**config.mk**
```make
export PLATFORM = sky130hd
export DESIGN_NAME = ipv4_udp_header_parser
export DESIGN_NICKNAME = d
export VERILOG_FILES = /design/src/hdl/iuhp_pkg.sv /design/src/hdl/iuhp_front.sv /design/src/hdl/iuhp_queue.sv /design/src/hdl/iuhp_back.sv /design/src/hdl/ipv4_udp_header_parser.sv
export SDC_FILE = /design/constraint.sdc
export NUM_CORES = 1
export LEC_CHECK = 0
export BUFFER_PORTS_ARGS = -buffer_cell sky130_fd_sc_hd__buf_2
export CORE_UTILIZATION = 60
export CTS_CLUSTER_DIAMETER = 80
export DETAILED_ROUTE_END_ITERATION = 12
export GPL_TIMING_DRIVEN = 0
export PLACE_DENSITY = 0.78
export SYNTH_ARGS = -nofsm -noshare
export SYNTH_HDL_FRONTEND = slang
export SYNTH_SLANG_ARGS = --single-unit
```
**constraint.sdc**
```tcl
create_clock -name clk -period 12.2 [get_ports clk]
set_input_delay 0.61 -clock clk [delete_from_list [all_inputs] [get_ports clk]]
set_output_delay 0.61 -clock clk [all_outputs]
set_load 0.05 [all_outputs]
```
**src/hdl/iuhp_pkg.sv**
```systemverilog
// ----------------------------------------------------------------------------
// iuhp_pkg
// Shared constants, reject codes and record types for the IPv4/UDP header
// parser.
// ----------------------------------------------------------------------------
`default_nettype none

package iuhp_pkg;

	localparam int CNT_W = 17;
	localparam logic [CNT_W-1:0] COUNT_MAX = 17'h1FFFF;

	localparam logic [5:0]  MIN_HEADER  = 6'd20;
	localparam logic [3:0]  UDP_HEADER  = 4'd8;
	localparam logic [7:0]  PROTO_UDP   = 8'd17;
	localparam logic [15:0] FRAG_MASK   = 16'h3FFF;
	localparam logic [3:0]  IP_VERSION4 = 4'd4;
	localparam logic [2:0]  UDP_HDR_BYTES = 3'd6;

	// reject codes
	localparam logic [2:0] RC_OK       = 3'd0;
	localparam logic [2:0] RC_SHORT    = 3'd1;
	localparam logic [2:0] RC_NOT_IPV4 = 3'd2;
	localparam logic [2:0] RC_BAD_IHL  = 3'd3;
	localparam logic [2:0] RC_FRAGMENT = 3'd4;
	localparam logic [2:0] RC_NOT_UDP  = 3'd5;
	localparam logic [2:0] RC_TRUNC    = 3'd6;
	localparam logic [2:0] RC_BAD_ULEN = 3'd7;

	// request queue between front and back
	localparam int QDEPTH = 4;
	localparam int QAW    = 2;
	localparam int QCW    = 3;

	// header snapshot taken on the last byte of a packet
	typedef struct packed {
		logic [CNT_W-1:0] pkt_len;
		logic [3:0]       version;
		logic [3:0]       ihl;
		logic             frag_nz;
		logic             is_udp;
		logic [15:0]      total_length;
		logic [15:0]      ident;
		logic [31:0]      src_addr;
		logic [31:0]      dst_addr;
		logic [15:0]      src_port;
		logic [15:0]      dst_port;
		logic [15:0]      udp_length;
	} pkt_rec_t;

	typedef struct packed {
		logic full;
		logic empty;
	} q_status_t;

endpackage

`default_nettype wire

```
**src/hdl/iuhp_front.sv**
```systemverilog
// ----------------------------------------------------------------------------
// iuhp_front
// Byte capture: counts packet bytes, latches header fields as they pass and
// pushes one header request into the queue on the last byte.
// ----------------------------------------------------------------------------
`default_nettype none

module iuhp_front (
	input  logic                clk,
	input  logic                arst_n,
	input  logic                byte_valid,
	output logic                byte_stall,
	input  logic [7:0]          data_byte,
	input  logic                last_byte,
	input  iuhp_pkg::q_status_t q_status,
	output logic                push,
	output iuhp_pkg::pkt_rec_t  rec
);
	import iuhp_pkg::*;

	logic [CNT_W-1:0] count_q;
	logic [7:0]       vihl_q;
	logic [15:0]      tlen_q;
	logic [15:0]      ident_q;
	logic [15:0]      frag_q;
	logic [7:0]       proto_q;
	logic [31:0]      saddr_q;
	logic [31:0]      daddr_q;
	logic [15:0]      sport_q;
	logic [15:0]      dport_q;
	logic [15:0]      ulen_q;

	logic [CNT_W-1:0] nxt_count;
	logic [7:0]       nxt_vihl;
	logic [15:0]      nxt_tlen;
	logic [15:0]      nxt_ident;
	logic [15:0]      nxt_frag;
	logic [7:0]       nxt_proto;
	logic [31:0]      nxt_saddr;
	logic [31:0]      nxt_daddr;
	logic [15:0]      nxt_sport;
	logic [15:0]      nxt_dport;
	logic [15:0]      nxt_ulen;

	logic             sat;
	logic [5:0]       ihl_b;
	logic [CNT_W-1:0] ihl_ext;
	logic [CNT_W-1:0] rel;
	logic             take;

	assign byte_stall = q_status.full;
	assign take       = byte_valid && !byte_stall;
	assign push       = take && last_byte;

	always_comb begin
		nxt_vihl  = vihl_q;
		nxt_tlen  = tlen_q;
		nxt_ident = ident_q;
		nxt_frag  = frag_q;
		nxt_proto = proto_q;
		nxt_saddr = saddr_q;
		nxt_daddr = daddr_q;
		nxt_sport = sport_q;
		nxt_dport = dport_q;
		nxt_ulen  = ulen_q;
		sat       = (count_q == COUNT_MAX);
		// IHL of the first byte applies to that byte already
		ihl_b     = (count_q == '0) ? {data_byte[3:0], 2'b00} : {vihl_q[3:0], 2'b00};
		ihl_ext   = {{(CNT_W-6){1'b0}}, ihl_b};
		rel       = count_q - ihl_ext;
		if (!sat) begin
			case (count_q) inside
				17'd0:           nxt_vihl  = data_byte;
				17'd2, 17'd3:    nxt_tlen  = {tlen_q[7:0], data_byte};
				17'd4, 17'd5:    nxt_ident = {ident_q[7:0], data_byte};
				17'd6, 17'd7:    nxt_frag  = {frag_q[7:0], data_byte};
				17'd9:           nxt_proto = data_byte;
				[17'd12:17'd15]: nxt_saddr = {saddr_q[23:0], data_byte};
				[17'd16:17'd19]: nxt_daddr = {daddr_q[23:0], data_byte};
				default: ;
			endcase
			if (count_q >= ihl_ext && rel < {{(CNT_W-3){1'b0}}, UDP_HDR_BYTES}) begin
				case (rel[2:0]) inside
					3'd0, 3'd1: nxt_sport = {sport_q[7:0], data_byte};
					3'd2, 3'd3: nxt_dport = {dport_q[7:0], data_byte};
					3'd4, 3'd5: nxt_ulen  = {ulen_q[7:0], data_byte};
					default: ;
				endcase
			end
		end
		nxt_count = sat ? count_q : count_q + 17'd1;
	end

	always_comb begin
		rec.pkt_len      = nxt_count;
		rec.version      = nxt_vihl[7:4];
		rec.ihl          = nxt_vihl[3:0];
		rec.frag_nz      = |(nxt_frag & FRAG_MASK);
		rec.is_udp       = (nxt_proto == PROTO_UDP);
		rec.total_length = nxt_tlen;
		rec.ident        = nxt_ident;
		rec.src_addr     = nxt_saddr;
		rec.dst_addr     = nxt_daddr;
		rec.src_port     = nxt_sport;
		rec.dst_port     = nxt_dport;
		rec.udp_length   = nxt_ulen;
	end

	// all capture state clears once the verdict request is queued
	always_ff @(posedge clk or negedge arst_n) begin
		if (!arst_n) begin
			count_q <= '0;
			vihl_q  <= '0;
			tlen_q  <= '0;
			ident_q <= '0;
			frag_q  <= '0;
			proto_q <= '0;
			saddr_q <= '0;
			daddr_q <= '0;
			sport_q <= '0;
			dport_q <= '0;
			ulen_q  <= '0;
		end else if (take) begin
			if (last_byte) begin
				count_q <= '0;
				vihl_q  <= '0;
				tlen_q  <= '0;
				ident_q <= '0;
				frag_q  <= '0;
				proto_q <= '0;
				saddr_q <= '0;
				daddr_q <= '0;
				sport_q <= '0;
				dport_q <= '0;
				ulen_q  <= '0;
			end else begin
				count_q <= nxt_count;
				vihl_q  <= nxt_vihl;
				tlen_q  <= nxt_tlen;
				ident_q <= nxt_ident;
				frag_q  <= nxt_frag;
				proto_q <= nxt_proto;
				saddr_q <= nxt_saddr;
				daddr_q <= nxt_daddr;
				sport_q <= nxt_sport;
				dport_q <= nxt_dport;
				ulen_q  <= nxt_ulen;
			end
		end
	end

endmodule

`default_nettype wire

```
**src/hdl/iuhp_queue.sv**
```systemverilog
// ----------------------------------------------------------------------------
// iuhp_queue
// Short request queue of header snapshots between capture and verdict.
// ----------------------------------------------------------------------------
`default_nettype none

module iuhp_queue (
	input  logic                clk,
	input  logic                arst_n,
	input  logic                push,
	input  iuhp_pkg::pkt_rec_t  rec_in,
	input  logic                pop,
	output iuhp_pkg::pkt_rec_t  rec_out,
	output iuhp_pkg::q_status_t q_status
);
	import iuhp_pkg::*;

	pkt_rec_t         entry_q [QDEPTH];
	logic [QAW-1:0]   wr_ptr_q;
	logic [QAW-1:0]   rd_ptr_q;
	logic [QCW-1:0]   fill_q;
	logic             do_push;
	logic             do_pop;

	assign q_status.full  = (fill_q == QCW'(QDEPTH));
	assign q_status.empty = (fill_q == '0);
	assign do_push = push && !q_status.full;
	assign do_pop  = pop && !q_status.empty;
	assign rec_out = entry_q[rd_ptr_q];

	always_ff @(posedge clk) begin
		if (do_push) begin
			entry_q[wr_ptr_q] <= rec_in;
		end
	end

	always_ff @(posedge clk or negedge arst_n) begin
		if (!arst_n) begin
			wr_ptr_q <= '0;
			rd_ptr_q <= '0;
			fill_q   <= '0;
		end else begin
			if (do_push) begin
				wr_ptr_q <= wr_ptr_q + QAW'(1);
			end
			if (do_pop) begin
				rd_ptr_q <= rd_ptr_q + QAW'(1);
			end
			if (do_push && !do_pop) begin
				fill_q <= fill_q + QCW'(1);
			end else if (do_pop && !do_push) begin
				fill_q <= fill_q - QCW'(1);
			end
		end
	end

endmodule

`default_nettype wire

```
**src/hdl/iuhp_back.sv**
```systemverilog
// ----------------------------------------------------------------------------
// iuhp_back
// Verdict: runs the header checks in order on the queued snapshot and holds
// the result in an output register until it is taken.
// ----------------------------------------------------------------------------
`default_nettype none

module iuhp_back (
	input  logic                clk,
	input  logic                arst_n,
	input  iuhp_pkg::q_status_t q_status,
	input  iuhp_pkg::pkt_rec_t  rec,
	output logic                pop,
	output logic                result_valid,
	input  logic                result_stall,
	output logic                accepted,
	output logic [2:0]          reject_code,
	output logic [15:0]         source_port,
	output logic [15:0]         dest_port,
	output logic [5:0]          header_length,
	output logic [6:0]          payload_start,
	output logic [15:0]         payload_length,
	output logic [31:0]         source_address,
	output logic [31:0]         dest_address,
	output logic [15:0]         ident
);
	import iuhp_pkg::*;

	logic             valid_q;
	logic [2:0]       code;
	logic [5:0]       ihl_b;
	logic [CNT_W-1:0] ihl_ext;
	logic [CNT_W-1:0] ihl_plus_udp;
	logic [CNT_W-1:0] ihl_plus_ulen;

	logic             accepted_q;
	logic [2:0]       code_q;
	logic [15:0]      sport_q;
	logic [15:0]      dport_q;
	logic [5:0]       hlen_q;
	logic [6:0]       poff_q;
	logic [15:0]      plen_q;
	logic [31:0]      saddr_q;
	logic [31:0]      daddr_q;
	logic [15:0]      ident_q;

	assign pop = !q_status.empty && (!valid_q || !result_stall);

	always_comb begin
		ihl_b         = {rec.ihl, 2'b00};
		ihl_ext       = {{(CNT_W-6){1'b0}}, ihl_b};
		ihl_plus_udp  = ihl_ext + {{(CNT_W-4){1'b0}}, UDP_HEADER};
		ihl_plus_ulen = ihl_ext + {1'b0, rec.udp_length};
		if (rec.pkt_len < {{(CNT_W-6){1'b0}}, MIN_HEADER}) begin
			code = RC_SHORT;
		end else if (rec.version != IP_VERSION4) begin
			code = RC_NOT_IPV4;
		end else if (ihl_b < MIN_HEADER || rec.pkt_len < ihl_plus_udp) begin
			code = RC_BAD_IHL;
		end else if (rec.frag_nz) begin
			code = RC_FRAGMENT;
		end else if (!rec.is_udp) begin
			code = RC_NOT_UDP;
		end else if ({1'b0, rec.total_length} > rec.pkt_len) begin
			code = RC_TRUNC;
		end else if (rec.udp_length < {12'd0, UDP_HEADER} || ihl_plus_ulen > rec.pkt_len) begin
			code = RC_BAD_ULEN;
		end else begin
			code = RC_OK;
		end
	end

	always_ff @(posedge clk or negedge arst_n) begin
		if (!arst_n) begin
			valid_q <= 1'b0;
		end else if (pop) begin
			valid_q <= 1'b1;
		end else if (!result_stall) begin
			valid_q <= 1'b0;
		end
	end

	always_ff @(posedge clk) begin
		if (pop) begin
			code_q     <= code;
			accepted_q <= (code == RC_OK);
			if (code == RC_OK) begin
				sport_q <= rec.src_port;
				dport_q <= rec.dst_port;
				hlen_q  <= ihl_b;
				poff_q  <= {1'b0, ihl_b} + {3'd0, UDP_HEADER};
				plen_q  <= rec.udp_length - {12'd0, UDP_HEADER};
				saddr_q <= rec.src_addr;
				daddr_q <= rec.dst_addr;
				ident_q <= rec.ident;
			end else begin
				sport_q <= '0;
				dport_q <= '0;
				hlen_q  <= '0;
				poff_q  <= '0;
				plen_q  <= '0;
				saddr_q <= '0;
				daddr_q <= '0;
				ident_q <= '0;
			end
		end
	end

	assign result_valid   = valid_q;
	assign accepted       = accepted_q;
	assign reject_code    = code_q;
	assign source_port    = sport_q;
	assign dest_port      = dport_q;
	assign header_length  = hlen_q;
	assign payload_start  = poff_q;
	assign payload_length = plen_q;
	assign source_address = saddr_q;
	assign dest_address   = daddr_q;
	assign ident          = ident_q;

endmodule

`default_nettype wire

```
**src/hdl/ipv4_udp_header_parser.sv**
```systemverilog
// ----------------------------------------------------------------------------
// ipv4_udp_header_parser
// Streaming IPv4/UDP header parser with one verdict per packet.
//
// Input channel (byte_valid / byte_stall): one packet byte per request,
// last_byte set on the final byte. A byte is taken when byte_valid is high
// and byte_stall low. One byte per cycle is sustained while byte_stall is low.
// Output channel (result_valid / result_stall): one verdict per packet,
// with accepted, reject_code and the header fields; all fields other than
// the code are zero for a rejected packet.
// The last byte's snapshot goes via the request queue to the output register.
// Throughput: one byte per cycle while byte_stall is low; back to back
// one-byte packets give one verdict per cycle while result_stall is low.
// The four-entry request queue between capture and verdict absorbs output
// stalls; byte_stall rises only when it is full.
// While result_stall is high the output holds its verdict unchanged.
// Reset: arst_n clears the byte counter, captured fields, the queue and the
// output valid; the first byte after reset is byte 0 of a packet.
// ----------------------------------------------------------------------------
`default_nettype none

module ipv4_udp_header_parser (
	input  logic        clk,
	input  logic        arst_n,
	input  logic        byte_valid,
	output logic        byte_stall,
	input  logic [7:0]  data_byte,
	input  logic        last_byte,
	output logic        result_valid,
	input  logic        result_stall,
	output logic        accepted,
	output logic [2:0]  reject_code,
	output logic [15:0] source_port,
	output logic [15:0] dest_port,
	output logic [5:0]  header_length,
	output logic [6:0]  payload_start,
	output logic [15:0] payload_length,
	output logic [31:0] source_address,
	output logic [31:0] dest_address,
	output logic [15:0] ident
);
	import iuhp_pkg::*;

	q_status_t q_status;
	pkt_rec_t  rec_in;
	pkt_rec_t  rec_head;
	logic      push;
	logic      pop;

	iuhp_front u_front (
		.clk        (clk),
		.arst_n     (arst_n),
		.byte_valid (byte_valid),
		.byte_stall (byte_stall),
		.data_byte  (data_byte),
		.last_byte  (last_byte),
		.q_status   (q_status),
		.push       (push),
		.rec        (rec_in)
	);

	iuhp_queue u_queue (
		.clk      (clk),
		.arst_n   (arst_n),
		.push     (push),
		.rec_in   (rec_in),
		.pop      (pop),
		.rec_out  (rec_head),
		.q_status (q_status)
	);

	iuhp_back u_back (
		.clk            (clk),
		.arst_n         (arst_n),
		.q_status       (q_status),
		.rec            (rec_head),
		.pop            (pop),
		.result_valid   (result_valid),
		.result_stall   (result_stall),
		.accepted       (accepted),
		.reject_code    (reject_code),
		.source_port    (source_port),
		.dest_port      (dest_port),
		.header_length  (header_length),
		.payload_start  (payload_start),
		.payload_length (payload_length),
		.source_address (source_address),
		.dest_address   (dest_address),
		.ident          (ident)
	);

endmodule

`default_nettype wire

```
==> key figures <==
Finish
  – Final layout net count: 3147
  – Area added between synthesis and finish: 13.6%
  – Fillers: 4616
  – Share of cells above drive strength 1: 0.204
  – Cell area after layout: 0.0491 mm2
  – Final Non-Filler Cells: 4108
  – Antenna Cells: 0

Critical path
  – Setup slack, reg-to-reg: 3.38 ns
  – Crit-path max cell delay: 1.10 ns
  – Cell breakdown of the critical path: clkbuf_1, buf_2, buf_2, clkbuf_1, buf_1, mux4_2, ha_1, fa_1, a21o_1, a21oi_1, or2_2, nor2_1, xor2_1, ha_1, and4_1, and3_1, a21bo_2, o22ai_1, o21bai_1, clkbuf_1, clkbuf_1, nor3_1
  – Worst setup path end: u_back.source_address[31]$_SDFFCE_PP0P_
  – Worst-path maximum fanout: 10
  – Data arrival time of the worst path: 9.18 ns
  – Launch instance of the worst register-to-register path: u_queue.rd_ptr_q[1]$_DFFE_PN0P_
  – Worst reg-to-reg path cell count: 22
  – Kind of end point of the critical path: flop
  – Worst path required time: 12.56 ns
  – R2r endpoint: u_back.source_address[31]$_SDFFCE_PP0P_
  – Count of buffer and inverter cells on the critical path: 7
  – Logic depth of the worst setup path including buffers: 22
  – Category of cells accounting for the largest share of critical-path delay: buffers and inverters
  – Origin of the worst setup path: u_queue.rd_ptr_q[1]$_DFFE_PN0P_
  – Cell mode on critical path: sky130_fd_sc_hd__clkbuf_1
  – Crit path max-delay cell type: sky130_fd_sc_hd__buf_1
  – Critical path class: flop to flop
  – Worst Setup Start Kind: flop

Power
  – Sequential power share: 0.404
  – Part of the power in combinational logic: 0.326
  – Power per unit of standard cell area: 240 mW/mm2
  – Switching power as a share of total power: 0.350
  – Clock Power Share: 0.270
  – LEAKAGE: 17.8 nW
  – Power dissipated by switching net loads: 4.11 mW
  – Largest voltage drop on the vdd net: 0.137 mV
  – Internal power: 7.64 mW

Detailed routing
  – 1st-iter DRT viols: 3320
  – Number of vias in the routed layout: 26552
  – Residual antenna-violating net count after detailed routing: 0
  – DR pass1 iterations: 8
  – DRC violation count after routing: 0
  – Final wirelength: 109000 um
  – Wire per inst: 26.5 um
  – Average vias per placed instance: 6.46

Floorplanning
  – Starting Density: 0.605
  – Top-level port count: 160
  – Die area: 0.0731 mm2
  – Area of the core region: 0.0714 mm2
  – Die extent in x: 270 um
  – Y dimension of the die: 270 um
  – Number of placement rows: 98

STA
  – Post-route clock period utilization: 0.723
  – Final min period: 8.82 ns
  – Setup Skew: 0.0343 ns
  – Final setup violation count: 0
  – Transition time of the tightest slew-check pin: 1.43 ns
  – F_max: 0.113 GHz
  – Fin. Hold Viols: 0
  – Max-slew headroom at the worst pin: 0.0457
  – RSZ-0062 raised after global routing: no
  – Number of pins exceeding their max-slew limit in the final report: 0

Clock tree
  – Total number of H-tree levels: 3
  – CTS tree: built
  – Resized cells post-CTS: 0
  – Number of post-CTS setup repair buffers: 0
  – Clock sink total: 1023
  – CTS clock-pin slew for the worst setup and hold paths: 0.06 ns
  – Number of CTS-inserted buffers: 98
  – Later-pin clock latency in the skew report: 0.67 ns
  – Clock root buffer: sky130_fd_sc_hd__clkbuf_16
  – Hold buffers post-CTS: 0
  – Maximum clock insertion buffer count: 3

Place
  – Number of cells in the design after placement: 3925
  – Number of buffer cells added on primary ports: 152
  – Post-detailed-placement cell area: 0.0457 mm2
  – Final Wtd Congestion: 0.915
  – Placed wire-length estimate after detailed placement: 71200 um

Flow run
  – Max_cap viols: 0

Synth
  – Cell with the most instances after synthesis: sky130_fd_sc_hd__edfxtp_1
  – Total of flip-flops plus latches after synthesis: 1023
  – Number of distinct library cell variants in the gate-level netlist after synthesis: 68
  – Sequential fraction of the synthesis area: 0.688
  – Per-instance average area after synthesis: 15.4 um2
  – Cell types with the highest counts after synthesis: sky130_fd_sc_hd__edfxtp_1 (824), sky130_fd_sc_hd__nand2_1 (412), sky130_fd_sc_hd__dfrtp_1 (199), sky130_fd_sc_hd__o21ai_0 (181), sky130_fd_sc_hd__mux4_2 (168)
  – EDFF count, synth: 824
  – Main flop type after synthesis: sky130_fd_sc_hd__edfxtp_1
  – Number of warning messages in the yosys log: 0
  – Gate count after technology mapping: 2802
  – Async set or reset register ratio after synthesis: 0.195
  – Largest area contributor in the synthesized netlist: sky130_fd_sc_hd__edfxtp_1
  – Post-Syn Area: 0.0432 mm2
  – Post-synth top area share: 0.573
  – Largest cells by area after synthesis: sky130_fd_sc_hd__edfxtp_1 (57%), sky130_fd_sc_hd__dfrtp_1 (12%), sky130_fd_sc_hd__mux4_2 (8.8%)

GRT
  – Number of global-route vias before repair: 26222
  – Largest net degree at the start of global routing: 104
  – Antenna violations before repair: 0
  – GRT Util Overall: 0.300
  – Global route overflow: 0
  – Wire length of the first global-routing pass: 163000 um

Outcome
  – Run status: complete, no violations

Min path
  – Path class of the lowest-slack min-delay path: primary input to asynchronous set/reset pin
-- cell families after synthesis --
family          Yosys count  share of synthesized area
flops                  1023                      0.688
simple gates            779                     0.0878
compound gates          422                     0.0644
mux                     244                      0.109
buf+inv                 229                     0.0242
fa+ha+maj                59                     0.0176
xor+xnor                 45                    0.00913
other cells               1                  0.0000868
-- metal layers --
| layer | global-route usage | vias up | wire (um) |
|---|---|---|---|
| li1 | - | 11290 | - |
| met1 | 0.422 | 13511 | 42400 |
| met2 | 0.468 | 1503 | 51500 |
| met3 | 0.0575 | 248 | 10700 |
| met4 | 0.116 | 0 | 4230 |
| met5 | 0 | - | 0 |
-- final cells by class --
class / count / area (um2) / share of cell area
plain buffers: 184 / 877 / 0.0179
repair buffers: 170 / 1240 / 0.0253
clock inverters: 59 / 713 / 0.0145
flip-flops and latches: 1023 / 29700 / 0.606
clock buffers: 124 / 2690 / 0.0548
multi-input cells: 1553 / 12500 / 0.254
well taps: 950 / 1190 / 0.0242
inverters: 45 / 169 / 0.00344
-- power groups by stage --
stage          Combinational (mW)  Sequential [mW]  Clock (mW)
2_1_floorplan                2.21             5.21           0
3_3_place_gp                 3.57             4.90           0
3_5_place_dp                 3.78             4.80           0
4_1_cts                      3.82             4.74        3.20
5_1_grt                      4.09             4.79        3.33
6_report                     3.83             4.75        3.18
-- flip-flops by register name (all words and copies together), names as in the netlist, 17 cells and up --
name and flops:
u_back.source_address 32, u_back.dest_address 32, u_front.saddr_q 32, u_front.daddr_q 32, u_queue.entry_q 684, u_front.count_q 17
-- metrics by stage --
stage                     hold slack, ns  power, mW  utilization  setup slack (ns)  TNS (ns)
after global routing              0.0696       12.2        0.688              3.17         0
after global placement             0.468       8.48        0.633            -0.219    -0.276
final                             0.0144       11.8        0.688              3.38         0
after CTS                         0.0398       11.8        0.688              3.37         0
after detailed placement           0.475       8.58        0.640              3.36         0
after floorplan                    0.314       7.42            -              3.11         0
-- worst min-delay path by stage --
stage | from | to | slack (ns)
6_report | arst_n | u_front.saddr_q[29]$_DFFE_PN0P_ | 0.01
5_1_grt | arst_n | u_front.saddr_q[29]$_DFFE_PN0P_ | 0.07
4_1_cts | arst_n | u_front.saddr_q[19]$_DFFE_PN0P_ | 0.04
3_5_place_dp | u_queue.fill_q[2]$_DFFE_PN0P_ | u_queue.fill_q[2]$_DFFE_PN0P_ | 0.48
3_3_place_gp | u_front.vihl_q[2]$_DFFE_PN0P_ | u_front.vihl_q[2]$_DFFE_PN0P_ | 0.47
2_1_floorplan | arst_n | u_back.result_valid$_DFFE_PN0P_ | 0.31
-- cells in the final DEF (no fill, tap or decap), drive strengths merged, types with 10 or more instances in the layout --
master | netlist | routed
o221ai | 33 | 33
nand2b | 48 | 48
and2 | 76 | 76
clkinv | 0 | 35
mux2i | 11 | 11
buf | 61 | 231
ha | 56 | 56
nand2 | 412 | 412
nand3b | 25 | 25
nor4 | 24 | 24
nand3 | 16 | 16
a21oi | 15 | 15
mux2 | 65 | 65
edfxtp | 824 | 824
o21ai | 193 | 193
clkbuf | 123 | 247
and3 | 11 | 11
o311ai | 32 | 32
nor2 | 50 | 50
a21o | 11 | 11
nor3 | 62 | 62
bufinv | 0 | 14
dfrtp | 199 | 199
inv | 45 | 48
xor2 | 19 | 19
nand4 | 10 | 10
xnor2 | 26 | 26
a22oi | 102 | 102
mux4 | 168 | 168
Power figures use the tool's default switching activity.
